**config.mk**
```make
export PLATFORM = sky130hd
export DESIGN_NAME = julian_day_to_calendar
export DESIGN_NICKNAME = d
export VERILOG_FILES = /design/src/sv/jdc_pkg.sv /design/src/sv/jdc_norm.sv /design/src/sv/jdc_year.sv /design/src/sv/jdc_date.sv /design/src/sv/julian_day_to_calendar.sv
export VERILOG_INCLUDE_DIRS = /design/src /design/src/sv
export SDC_FILE = /design/constraint.sdc
export NUM_CORES = 2
export LEC_CHECK = 0
export ABC_AREA = 1
export ABC_CLOCK_PERIOD_IN_PS = 10500
export BUFFER_PORTS_ARGS = -buffer_cell sky130_fd_sc_hd__buf_2
export CAP_MARGIN = 20
export CORE_MARGIN = 4
export CORE_UTILIZATION = 60
export CTS_BUF_LIST = sky130_fd_sc_hd__clkbuf_8 sky130_fd_sc_hd__clkbuf_16
export CTS_CLUSTER_SIZE = 14
export DETAILED_ROUTE_END_ITERATION = 10
export PLACE_DENSITY = 0.77
export SLEW_MARGIN = 15
export SYNTH_ARGS = -nofsm -noshare
export SYNTH_HDL_FRONTEND = slang
export SYNTH_SLANG_ARGS = --single-unit
export TNS_END_PERCENT = 50
```
**constraint.sdc**
```tcl
create_clock -name clk -period 10.5 [get_ports clk]
set_input_delay 2.1 -clock clk [delete_from_list [all_inputs] [get_ports clk]]
set_output_delay 2.1 -clock clk [all_outputs]
set_load 0.02 [all_outputs]
```
**src/sv/assert_macros.svh**
```systemverilog
// assertion macros for the rtl file that carries checks
// expects clk and rst_n (active low) in the scope of each use
`ifndef ASSERT_MACROS_SVH
`define ASSERT_MACROS_SVH

// property that must hold at every clock edge outside reset
`define ASSERT_CLK(lbl, prop, msg) \
    lbl: assert property (@(posedge clk) disable iff (!rst_n) (prop)) \
        else $error(msg);

// consequent checked in the cycle after the antecedent matched
`define ASSERT_NEXT(lbl, ante, cons, msg) \
    lbl: assert property (@(posedge clk) disable iff (!rst_n) (ante) |=> (cons)) \
        else $error(msg);

`endif

```
**src/sv/jdc_pkg.sv**
```systemverilog
// shared widths, constants and stage word types of the julian day converter
// no dependencies; every other rtl file refers to it by scoped names
package jdc_pkg;

    // field widths
    localparam int FRAC_BITS = 32;
    localparam int WHOLE_W   = 24;
    localparam int YEAR_W    = 16;
    localparam int MONTH_W   = 4;
    localparam int DAY_W     = 5;

    // stream word widths, whole bytes
    localparam int IN_DATA_W  = ((WHOLE_W + FRAC_BITS + 1 + 7) / 8) * 8;
    localparam int OUT_DATA_W = ((YEAR_W + MONTH_W + DAY_W + FRAC_BITS + 7) / 8) * 8;

    // day number after the half day carry and the gregorian shift
    localparam int JD_W = WHOLE_W + 1;

    // calendar constants
    localparam int GREG_START    = 2299160;
    localparam int NEG_FIX_LIMIT = -1401;
    localparam int A_OFFSET      = 7468865;   // 4 * 1867216.25
    localparam int B_OFFSET      = 1524;
    localparam int C_OFFSET      = 2442;      // 20 * 122.1
    localparam int MUL_D         = 1461;      // 4 * 365.25
    localparam int MONTH_SPLIT   = 14;
    localparam int MONTH_LOW_OFS = 1;
    localparam int MONTH_HIGH_OFS = 13;
    localparam int FEB           = 2;
    localparam int YEAR_OFS_HI   = 4716;
    localparam int YEAR_OFS_LO   = 4715;

    // exact division by reciprocal: n < 2^N, S = N + ceil(log2 D), M = ceil(2^S / D)
    localparam longint unsigned D_A = 146097;
    localparam longint unsigned D_C = 7305;
    localparam longint unsigned D_E = 306001;
    localparam longint unsigned D_T = 10000;

    // gregorian century count, numerator 4*jd - 7468865 below 2^25
    localparam int NA_W = JD_W;
    localparam int S_A  = NA_W + 18;
    localparam int MA_W = NA_W + 1;
    localparam longint unsigned M_A = ((64'd1 << S_A) + D_A - 64'd1) / D_A;
    localparam int A_W  = NA_W + MA_W - S_A;

    // year count, magnitude of 20*b - 2442
    localparam int NUM_W = JD_W + 5;
    localparam int MAG_W = NUM_W - 1;
    localparam int S_C   = MAG_W + 13;
    localparam int MC_W  = MAG_W + 1;
    localparam longint unsigned M_C = ((64'd1 << S_C) + D_C - 64'd1) / D_C;
    localparam int QC_W  = MAG_W + MC_W - S_C;
    localparam int C_W   = QC_W + 1;

    // 1461 * c before the floor shift
    localparam int P_W = C_W + 11;

    // month count: e = floor(10000*x / 306001), the 10000 folded into the constant
    localparam int X_W  = 10;
    localparam int NE_W = 24;
    localparam int S_E  = NE_W + 19;
    localparam longint unsigned M_E = ((64'd1 << S_E) + D_E - 64'd1) / D_E;
    localparam int KE_W = 39;
    localparam longint unsigned K_E = D_T * M_E;
    localparam int E_W  = X_W + KE_W - S_E;

    // days before the month: floor(306001*e / 10000), the 306001 folded in
    localparam int NT_W = 25;
    localparam int S_T  = NT_W + 14;
    localparam longint unsigned M_T = ((64'd1 << S_T) + D_T - 64'd1) / D_T;
    localparam int KT_W = 44;
    localparam longint unsigned K_T = D_E * M_T;
    localparam int T_W  = E_W + KT_W - S_T;
    localparam int DAYC_W = T_W + 1;

    // pipeline stage words
    typedef struct packed {
        logic [JD_W-1:0]      jd;
        logic [FRAC_BITS-1:0] dayf;
    } s1_t;

    typedef struct packed {
        logic [JD_W-1:0]      jd;
        logic                 greg;
        logic [A_W-1:0]       a;
        logic [FRAC_BITS-1:0] dayf;
    } s2_t;

    typedef struct packed {
        logic [JD_W-1:0]      b;
        logic [MAG_W-1:0]     mag;
        logic                 neg;
        logic                 fix;
        logic [FRAC_BITS-1:0] dayf;
    } s3_t;

    typedef struct packed {
        logic [JD_W-1:0]      b;
        logic [QC_W-1:0]      qc;
        logic                 neg;
        logic                 fix;
        logic [FRAC_BITS-1:0] dayf;
    } s4_t;

    typedef struct packed {
        logic [C_W-1:0]       c;
        logic [X_W-1:0]       x;
        logic [FRAC_BITS-1:0] dayf;
    } s5_t;

    typedef struct packed {
        logic [C_W-1:0]       c;
        logic [X_W-1:0]       x;
        logic [E_W-1:0]       e;
        logic [FRAC_BITS-1:0] dayf;
    } s6_t;

    typedef struct packed {
        logic [FRAC_BITS-1:0] dayf;
        logic [DAY_W-1:0]     day;
        logic [MONTH_W-1:0]   month;
        logic [YEAR_W-1:0]    year;
    } date_t;

endpackage

```
**src/sv/jdc_norm.sv**
```systemverilog
// stages one to three: half day carry, gregorian correction, year count numerator
// depends on jdc_pkg
module jdc_norm (
    input  logic                     clk,
    input  logic                     rst_n,
    input  logic                     in_valid,
    output logic                     in_ready,
    input  logic [jdc_pkg::WHOLE_W-1:0]  jd_whole,
    input  logic [jdc_pkg::FRAC_BITS:0]  jd_frac,
    output logic                     out_valid,
    input  logic                     out_ready,
    output jdc_pkg::s3_t             out_data
);

    localparam int FB   = jdc_pkg::FRAC_BITS;
    localparam int JW   = jdc_pkg::JD_W;
    localparam int PA_W = jdc_pkg::NA_W + jdc_pkg::MA_W;
    localparam int NW   = jdc_pkg::NUM_W;

    logic v1_reg, v2_reg, v3_reg;
    logic rdy1, rdy2, rdy3;
    jdc_pkg::s1_t s1_next, s1_reg;
    jdc_pkg::s2_t s2_next, s2_reg;
    jdc_pkg::s3_t s3_next, s3_reg;

    logic [FB+1:0]            fsum;
    logic [JW-1:0]            jd_ext;
    logic [JW+1:0]            na_full;
    logic [jdc_pkg::NA_W-1:0] na;
    logic [PA_W-1:0]          prod_a;
    logic [jdc_pkg::A_W-1:0]  corr;
    logic [JW-1:0]            jd2;
    logic [JW-1:0]            b;
    logic [NW-1:0]            bx;
    logic [NW-1:0]            num;
    logic [NW-1:0]            magf;

    // stall chain: a stage loads when empty or when its successor moves
    assign rdy3     = !v3_reg || out_ready;
    assign rdy2     = !v2_reg || rdy3;
    assign rdy1     = !v1_reg || rdy2;
    assign in_ready = rdy1;

    // stage 1: add half a day, carry or borrow one day
    assign fsum   = {jd_frac[FB], jd_frac} + {2'b00, 1'b1, {(FB-1){1'b0}}};
    assign jd_ext = {jd_whole[jdc_pkg::WHOLE_W-1], jd_whole};

    always_comb
    begin
        s1_next.dayf = fsum[FB-1:0];
        if (fsum[FB+1])
        begin
            s1_next.jd = jd_ext - JW'(1);
        end
        else if (fsum[FB])
        begin
            s1_next.jd = jd_ext + JW'(1);
        end
        else
        begin
            s1_next.jd = jd_ext;
        end
    end

    // stage 2: century count a = (4*jd - 7468865) / 146097 by reciprocal
    assign na_full = {s1_reg.jd, 2'b00} - (JW+2)'(jdc_pkg::A_OFFSET);
    assign na      = na_full[jdc_pkg::NA_W-1:0];
    assign prod_a  = PA_W'(na) * PA_W'(jdc_pkg::M_A[jdc_pkg::MA_W-1:0]);

    always_comb
    begin
        s2_next.jd   = s1_reg.jd;
        s2_next.greg = $signed(s1_reg.jd) > $signed(JW'(jdc_pkg::GREG_START));
        s2_next.a    = prod_a[jdc_pkg::S_A +: jdc_pkg::A_W];
        s2_next.dayf = s1_reg.dayf;
    end

    // stage 3: gregorian shift, b, and sign and magnitude of 20*b - 2442
    assign corr = jdc_pkg::A_W'(1) + s2_reg.a - (s2_reg.a >> 2);
    assign jd2  = s2_reg.jd + (s2_reg.greg ? JW'(corr) : JW'(0));
    assign b    = jd2 + JW'(jdc_pkg::B_OFFSET);
    assign bx   = {{(NW-JW){b[JW-1]}}, b};
    assign num  = (bx << 4) + (bx << 2) - NW'(jdc_pkg::C_OFFSET);
    assign magf = num[NW-1] ? (~num + NW'(1)) : num;

    always_comb
    begin
        s3_next.b    = b;
        s3_next.mag  = magf[jdc_pkg::MAG_W-1:0];
        s3_next.neg  = num[NW-1];
        s3_next.fix  = $signed(jd2) < $signed(JW'(jdc_pkg::NEG_FIX_LIMIT));
        s3_next.dayf = s2_reg.dayf;
    end

    // valid bits
    always_ff @(posedge clk or negedge rst_n)
    begin
        if (!rst_n)
        begin
            v1_reg <= 1'b0;
            v2_reg <= 1'b0;
            v3_reg <= 1'b0;
        end
        else
        begin
            if (rdy1)
            begin
                v1_reg <= in_valid;
            end
            if (rdy2)
            begin
                v2_reg <= v1_reg;
            end
            if (rdy3)
            begin
                v3_reg <= v2_reg;
            end
        end
    end

    // stage payload
    always_ff @(posedge clk)
    begin
        if (rdy1 && in_valid)
        begin
            s1_reg <= s1_next;
        end
        if (rdy2 && v1_reg)
        begin
            s2_reg <= s2_next;
        end
        if (rdy3 && v2_reg)
        begin
            s3_reg <= s3_next;
        end
    end

    assign out_valid = v3_reg;
    assign out_data  = s3_reg;

endmodule

```
**src/sv/jdc_year.sv**
```systemverilog
// stages four and five: year count c, its floor times 365.25, day of year x
// depends on jdc_pkg
module jdc_year (
    input  logic         clk,
    input  logic         rst_n,
    input  logic         in_valid,
    output logic         in_ready,
    input  jdc_pkg::s3_t in_data,
    output logic         out_valid,
    input  logic         out_ready,
    output jdc_pkg::s5_t out_data
);

    localparam int PC_W = jdc_pkg::MAG_W + jdc_pkg::MC_W;
    localparam int CW   = jdc_pkg::C_W;
    localparam int PW   = jdc_pkg::P_W;
    localparam int JW   = jdc_pkg::JD_W;

    logic v4_reg, v5_reg;
    logic rdy4, rdy5;
    jdc_pkg::s4_t s4_next, s4_reg;
    jdc_pkg::s5_t s5_next, s5_reg;

    logic [PC_W-1:0] prod_c;
    logic [CW-1:0]   cq;
    logic [CW-1:0]   cs;
    logic [CW-1:0]   c;
    logic [PW-1:0]   cx;
    logic [PW-1:0]   p;
    logic [PW-1:0]   dq;
    logic [PW-1:0]   bx;
    logic [PW-1:0]   xf;

    // stall chain
    assign rdy5     = !v5_reg || out_ready;
    assign rdy4     = !v4_reg || rdy5;
    assign in_ready = rdy4;

    // stage 4: |20*b - 2442| / 7305 by reciprocal
    assign prod_c = PC_W'(in_data.mag) * PC_W'(jdc_pkg::M_C[jdc_pkg::MC_W-1:0]);

    always_comb
    begin
        s4_next.b    = in_data.b;
        s4_next.qc   = prod_c[jdc_pkg::S_C +: jdc_pkg::QC_W];
        s4_next.neg  = in_data.neg;
        s4_next.fix  = in_data.fix;
        s4_next.dayf = in_data.dayf;
    end

    // stage 5: signed quotient toward zero, negative date fix, x = b - floor(1461*c/4)
    assign cq = {1'b0, s4_reg.qc};
    assign cs = s4_reg.neg ? (~cq + CW'(1)) : cq;
    assign c  = cs - (s4_reg.fix ? CW'(1) : CW'(0));
    assign cx = {{(PW-CW){c[CW-1]}}, c};
    assign p  = cx * PW'(jdc_pkg::MUL_D);
    assign dq = {{2{p[PW-1]}}, p[PW-1:2]};
    assign bx = {{(PW-JW){s4_reg.b[JW-1]}}, s4_reg.b};
    assign xf = bx - dq;

    always_comb
    begin
        s5_next.c    = c;
        s5_next.x    = xf[jdc_pkg::X_W-1:0];
        s5_next.dayf = s4_reg.dayf;
    end

    // valid bits
    always_ff @(posedge clk or negedge rst_n)
    begin
        if (!rst_n)
        begin
            v4_reg <= 1'b0;
            v5_reg <= 1'b0;
        end
        else
        begin
            if (rdy4)
            begin
                v4_reg <= in_valid;
            end
            if (rdy5)
            begin
                v5_reg <= v4_reg;
            end
        end
    end

    // stage payload
    always_ff @(posedge clk)
    begin
        if (rdy4 && in_valid)
        begin
            s4_reg <= s4_next;
        end
        if (rdy5 && v4_reg)
        begin
            s5_reg <= s5_next;
        end
    end

    assign out_valid = v5_reg;
    assign out_data  = s5_reg;

endmodule

```
**src/sv/jdc_date.sv**
```systemverilog
// stages six and seven: month count e, then day, month and year into the output register
// depends on jdc_pkg
module jdc_date (
    input  logic           clk,
    input  logic           rst_n,
    input  logic           in_valid,
    output logic           in_ready,
    input  jdc_pkg::s5_t   in_data,
    output logic           out_valid,
    input  logic           out_ready,
    output jdc_pkg::date_t out_data
);

    localparam int PE_W = jdc_pkg::X_W + jdc_pkg::KE_W;
    localparam int PT_W = jdc_pkg::E_W + jdc_pkg::KT_W;
    localparam int EW   = jdc_pkg::E_W;
    localparam int DW   = jdc_pkg::DAYC_W;
    localparam int YW   = jdc_pkg::YEAR_W;

    logic v6_reg, v7_reg;
    logic rdy6, rdy7;
    jdc_pkg::s6_t   s6_next, s6_reg;
    jdc_pkg::date_t s7_next, s7_reg;

    logic [PE_W-1:0]           prod_e;
    logic [PT_W-1:0]           prod_t;
    logic [jdc_pkg::T_W-1:0]   t;
    logic [DW-1:0]             dayc;
    logic [EW-1:0]             month_full;
    logic [YW-1:0]             year;

    // stall chain, stage 7 is the output register
    assign rdy7     = !v7_reg || out_ready;
    assign rdy6     = !v6_reg || rdy7;
    assign in_ready = rdy6;

    // stage 6: e = floor(10000*x / 306001)
    assign prod_e = PE_W'(in_data.x) * PE_W'(jdc_pkg::K_E[jdc_pkg::KE_W-1:0]);

    always_comb
    begin
        s6_next.c    = in_data.c;
        s6_next.x    = in_data.x;
        s6_next.e    = prod_e[jdc_pkg::S_E +: EW];
        s6_next.dayf = in_data.dayf;
    end

    // stage 7: day = x - floor(30.6001*e), month from e, year from c and month
    assign prod_t = PT_W'(s6_reg.e) * PT_W'(jdc_pkg::K_T[jdc_pkg::KT_W-1:0]);
    assign t      = prod_t[jdc_pkg::S_T +: jdc_pkg::T_W];
    assign dayc   = {{(DW-jdc_pkg::X_W){1'b0}}, s6_reg.x} - {{(DW-jdc_pkg::T_W){1'b0}}, t};

    assign month_full = s6_reg.e - ((s6_reg.e < EW'(jdc_pkg::MONTH_SPLIT)) ?
                        EW'(jdc_pkg::MONTH_LOW_OFS) : EW'(jdc_pkg::MONTH_HIGH_OFS));
    assign year       = s6_reg.c[YW-1:0] - ((month_full > EW'(jdc_pkg::FEB)) ?
                        YW'(jdc_pkg::YEAR_OFS_HI) : YW'(jdc_pkg::YEAR_OFS_LO));

    always_comb
    begin
        s7_next.dayf  = s6_reg.dayf;
        s7_next.day   = dayc[jdc_pkg::DAY_W-1:0];
        s7_next.month = month_full[jdc_pkg::MONTH_W-1:0];
        s7_next.year  = year;
    end

    // valid bits
    always_ff @(posedge clk or negedge rst_n)
    begin
        if (!rst_n)
        begin
            v6_reg <= 1'b0;
            v7_reg <= 1'b0;
        end
        else
        begin
            if (rdy6)
            begin
                v6_reg <= in_valid;
            end
            if (rdy7)
            begin
                v7_reg <= v6_reg;
            end
        end
    end

    // stage payload
    always_ff @(posedge clk)
    begin
        if (rdy6 && in_valid)
        begin
            s6_reg <= s6_next;
        end
        if (rdy7 && v6_reg)
        begin
            s7_reg <= s7_next;
        end
    end

    assign out_valid = v7_reg;
    assign out_data  = s7_reg;

endmodule

```
**src/sv/julian_day_to_calendar.sv**
```systemverilog
// julian date to calendar date: seven register stages, uses jdc_pkg, jdc_norm, jdc_year, jdc_date
// path: an accepted word passes the stage registers s1 to s7 in order; m_tvalid rises when s7 loads
// throughput: one word per cycle while m_tready stays high; each stage loads when empty or when the next one moves,
// so gaps are squeezed out and s_tready falls only when all seven stages hold a word
// reset: rst_n asynchronous, active low, empties every stage; no data registers are cleared
`include "assert_macros.svh"

module julian_day_to_calendar (
    input  logic                               clk,
    input  logic                               rst_n,
    input  logic                               s_tvalid,
    output logic                               s_tready,
    // jd_whole [23:0], jd_frac [56:24], zero pad above
    input  logic [jdc_pkg::IN_DATA_W-1:0]      s_tdata,
    output logic                               m_tvalid,
    input  logic                               m_tready,
    // cal_year [15:0], cal_month [19:16], cal_day [24:20], day_frac [56:25], zero pad above
    output logic [jdc_pkg::OUT_DATA_W-1:0]     m_tdata
);

    logic [jdc_pkg::WHOLE_W-1:0] jd_whole;
    logic [jdc_pkg::FRAC_BITS:0] jd_frac;
    logic                        v3, r3, v5, r5;
    jdc_pkg::s3_t                d3;
    jdc_pkg::s5_t                d5;
    jdc_pkg::date_t              date;

    // unpack the input word
    assign jd_whole = s_tdata[jdc_pkg::WHOLE_W-1:0];
    assign jd_frac  = s_tdata[jdc_pkg::WHOLE_W +: jdc_pkg::FRAC_BITS+1];

    jdc_norm u_norm (
        .clk       (clk),
        .rst_n     (rst_n),
        .in_valid  (s_tvalid),
        .in_ready  (s_tready),
        .jd_whole  (jd_whole),
        .jd_frac   (jd_frac),
        .out_valid (v3),
        .out_ready (r3),
        .out_data  (d3)
    );

    jdc_year u_year (
        .clk       (clk),
        .rst_n     (rst_n),
        .in_valid  (v3),
        .in_ready  (r3),
        .in_data   (d3),
        .out_valid (v5),
        .out_ready (r5),
        .out_data  (d5)
    );

    jdc_date u_date (
        .clk       (clk),
        .rst_n     (rst_n),
        .in_valid  (v5),
        .in_ready  (r5),
        .in_data   (d5),
        .out_valid (m_tvalid),
        .out_ready (m_tready),
        .out_data  (date)
    );

    // pack the output word
    assign m_tdata = jdc_pkg::OUT_DATA_W'({date.dayf, date.day, date.month, date.year});

    // input side backs up only when the whole pipe is full and the output is stalled
    `ASSERT_CLK(a_full_stall, !s_tready |-> (m_tvalid && !m_tready), "input stalled with room in the pipe")

    // an accepted word is not lost in the pipe while the output keeps taking
    `ASSERT_NEXT(a_latency, s_tvalid && s_tready ##1 m_tready [*6], m_tvalid, "word lost in the pipe")

endmodule

```
==> impl_metrics.py <==
metrics = {
    "synth": {
        "avgSynthCellArea_um2": 9.891,
        "synth-seq-cells": 435,
        "synth_area_um2": 51560,
        "ys_warn_count": 0,
        "yosysSeqAreaShare_pct": 25.27,
        "yosys_most_used_dff": "edfxtp_1",
        "synth_cell_types": 61,
        "async_flop_share_pct": 1.609,
        "synth_edf_count": 428,
        "netlist_instances": 5213,
    },
    "cells_and_area": {
        "largest_reg_flops": 71,
        "layout-drive-gt1-share_pct": 5.012,
        "fin_nets": 6906,
        "final_cell_mix": "inv_1, ha_1, fa_1, nand2_1, edfxtp_1",
        "n_fill_cell": 6813,
        "multi_input_area_um2": 33200,
        "area_delta_synth_final_pct": 6.625,
        "final_common_cell": "inv_1",
        "fin_util_pct": 64.57,
        "seq_area_um2": 13030,
    },
    "job": {
        "maxCapViolCount": 0,
    },
    "status": {
        "status": "complete, no violations",
    },
    "sta": {
        "hold_viol": 0,
        "slew_viol_final": 0,
        "fmax_mhz": 112.4,
        "tightestPinTransition_ns": 0.9854,
        "min_period_over_period_pct": 84.71,
        "timing.final.ws_setup_ns": 1.606,
        "relSlewSlack_pct": 34.08,
        "min_period_ns": 8.894,
        "setup_tns_ns": 0,
        "rsz0062_at_grt": "false",
        "fin_hold_ws_ns": 0.3993,
        "fin_worst_skew_ns": 0.05508,
        "setup_viol": 0,
    },
    "place": {
        "dp_hpwl_um": 101000,
        "place_ws_ns": 1.675,
        "port_buffers": 119,
        "globalplace.congestion": 0.9980,
    },
    "detailed_routing": {
        "antenna_left": 0,
        "dr.pass1.iters": 6,
        "vias": 35550,
        "drc": 0,
        "wl_per_cell_um": 18.21,
        "wl_um": 119300,
        "drt-initial-drc-count": 2077,
        "viasPerCell": 5.426,
    },
    "die": {
        "die_h_um": 301.2,
        "start_util_pct": 60.56,
        "die_w_um": 301.2,
        "dieArea_um2": 90690,
        "placementRows": 107,
        "io_pins": 134,
        "coreArea_um2": 85150,
    },
    "clock_network": {
        "cts_max_level": 2,
        "clock-sinks": 435,
        "clock-root-buffer": "clkbuf_16",
        "cts.clk_slew.worst_paths_ns": 0.06,
        "cts_tree": "yes",
        "cts_buffer_depth": 3,
        "clk_latency_ns": 0.62,
        "cts_buffers": 45,
        "cts_hold_buf": 0,
        "cts_resized": 0,
        "post_cts_buffers": 0,
    },
    "worst_setup_path": {
        "cp-end-kind": "register",
        "critPathMaxStageDelay_ns": 0.76,
        "required_ns": 10.86,
        "crit_type": "reg2reg",
        "crit_top_cell": "inv_1",
        "worst_ep_arrival_time_ns": 9.26,
        "slowest_stage": "a21oi_1",
        "worst_setup_path_start_kind": "register",
        "critPathMaxFanout": 10,
    },
    "hold_path": {
        "hold_class": "reg2reg",
    },
    "global_route": {
        "grt_pass1_vias": 37770,
        "grt.overflow.total": 0,
        "antenna_found_initial": 1,
        "track_usage_pct": 27.27,
        "grt_pass1_wl_um": 195300,
        "grt_max_degree": 67,
    },
}
==> cells in the mapped netlist (12+ instances only) <==
master | count | share of area [%]
inv_1 | 1381 | 10
ha_1 | 807 | 20
fa_1 | 659 | 26
nand2_1 | 586 | 4.3
edfxtp_1 | 428 | 25
nor2_1 | 279 | 2.0
a21oi_1 | 218 | 2.1
o21ai_0 | 155 | 1.5
nand3_1 | 143 | 1.4
xor2_1 | 143 | 2.4
nor3_1 | 54 | 0.52
nand4_1 | 43 | 0.52
xnor2_1 | 41 | 0.70
nand3_2 | 27 | 0.52
nor4_1 | 25 | 0.30
a31oi_1 | 20 | 0.24
a21o_1 | 18 | 0.26
nand3b_1 | 18 | 0.26
o211ai_1 | 13 | 0.19
o31ai_1 | 12 | 0.17
==> per-stage QoR <==
stage / area (µm²) / std cells
6_report: 54980 / 6552
5_1_grt: 54980 / 6552
4_1_cts: 54980 / 6551
3_5_place_dp: 53520 / 6469
3_3_place_gp: 53520 / 6469
2_1_floorplan: 51580 / 5219
==> path summary, 6_finish.rpt <==
| kind | start | to | slack (ns) | cells after the start |
|---|---|---|---|---|
| max | u_norm.s1_reg[32] | u_norm.s2_reg[38] | 1.61 | 31 |
| min | u_year.out_data[27] | u_date.s6_reg[27] | 0.40 | 0 |
| max reg2reg | u_norm.s1_reg[32] | u_norm.s2_reg[38] | 1.61 | 31 |
| min reg2reg | u_year.out_data[27] | u_date.s6_reg[27] | 0.40 | 0 |
| max in group asynchronous | rst_n | u_year.v4_reg | 9.00 | 1 |
| min in group asynchronous | rst_n | u_date.out_valid | 1.33 | 1 |
==> per-layer routing <==
layer	up-vias	track usage [%]	wire length, µm
li1	16900	-	-
met1	17360	35.73	49240
met2	1068	47.36	58930
met3	221	3.794	7018
met4	0	8.235	4124
met5	-	0	0
==> worst max-delay path: cells and delay by family, from the launching register on <==
kind,cells,cell delay [ns]
flops,1,0.41
simple gates,6,0.79
xor+xnor,1,0.09
compound gates,9,2.41
buf+inv,6,0.69
fa+ha+maj,9,4.24
==> logic make-up after synthesis <==
group,count (synthesis),synth area share (%)
xor+xnor,185,3.169
fa+ha+maj,1466,45.17
compound gates,490,5.305
other cells,1,0.007273
flops,435,25.27
simple gates,1230,10.65
buf+inv,1406,10.43
==> layout make-up <==
class / instances / area share [%]
Multi-Input combinational cell: 3378 / 60.39
Sequential cell: 435 / 23.70
Inverter: 1383 / 9.442
Tap cell: 1144 / 2.604
Clock buffer: 45 / 2.048
Timing Repair Buffer: 129 / 1.220
Clock inverter: 37 / 0.5985
Antenna cell: 1 / 0.004552
Power is not shown: default switching activity piles up to over one toggle a cycle in this logic, so the estimate is an artifact.
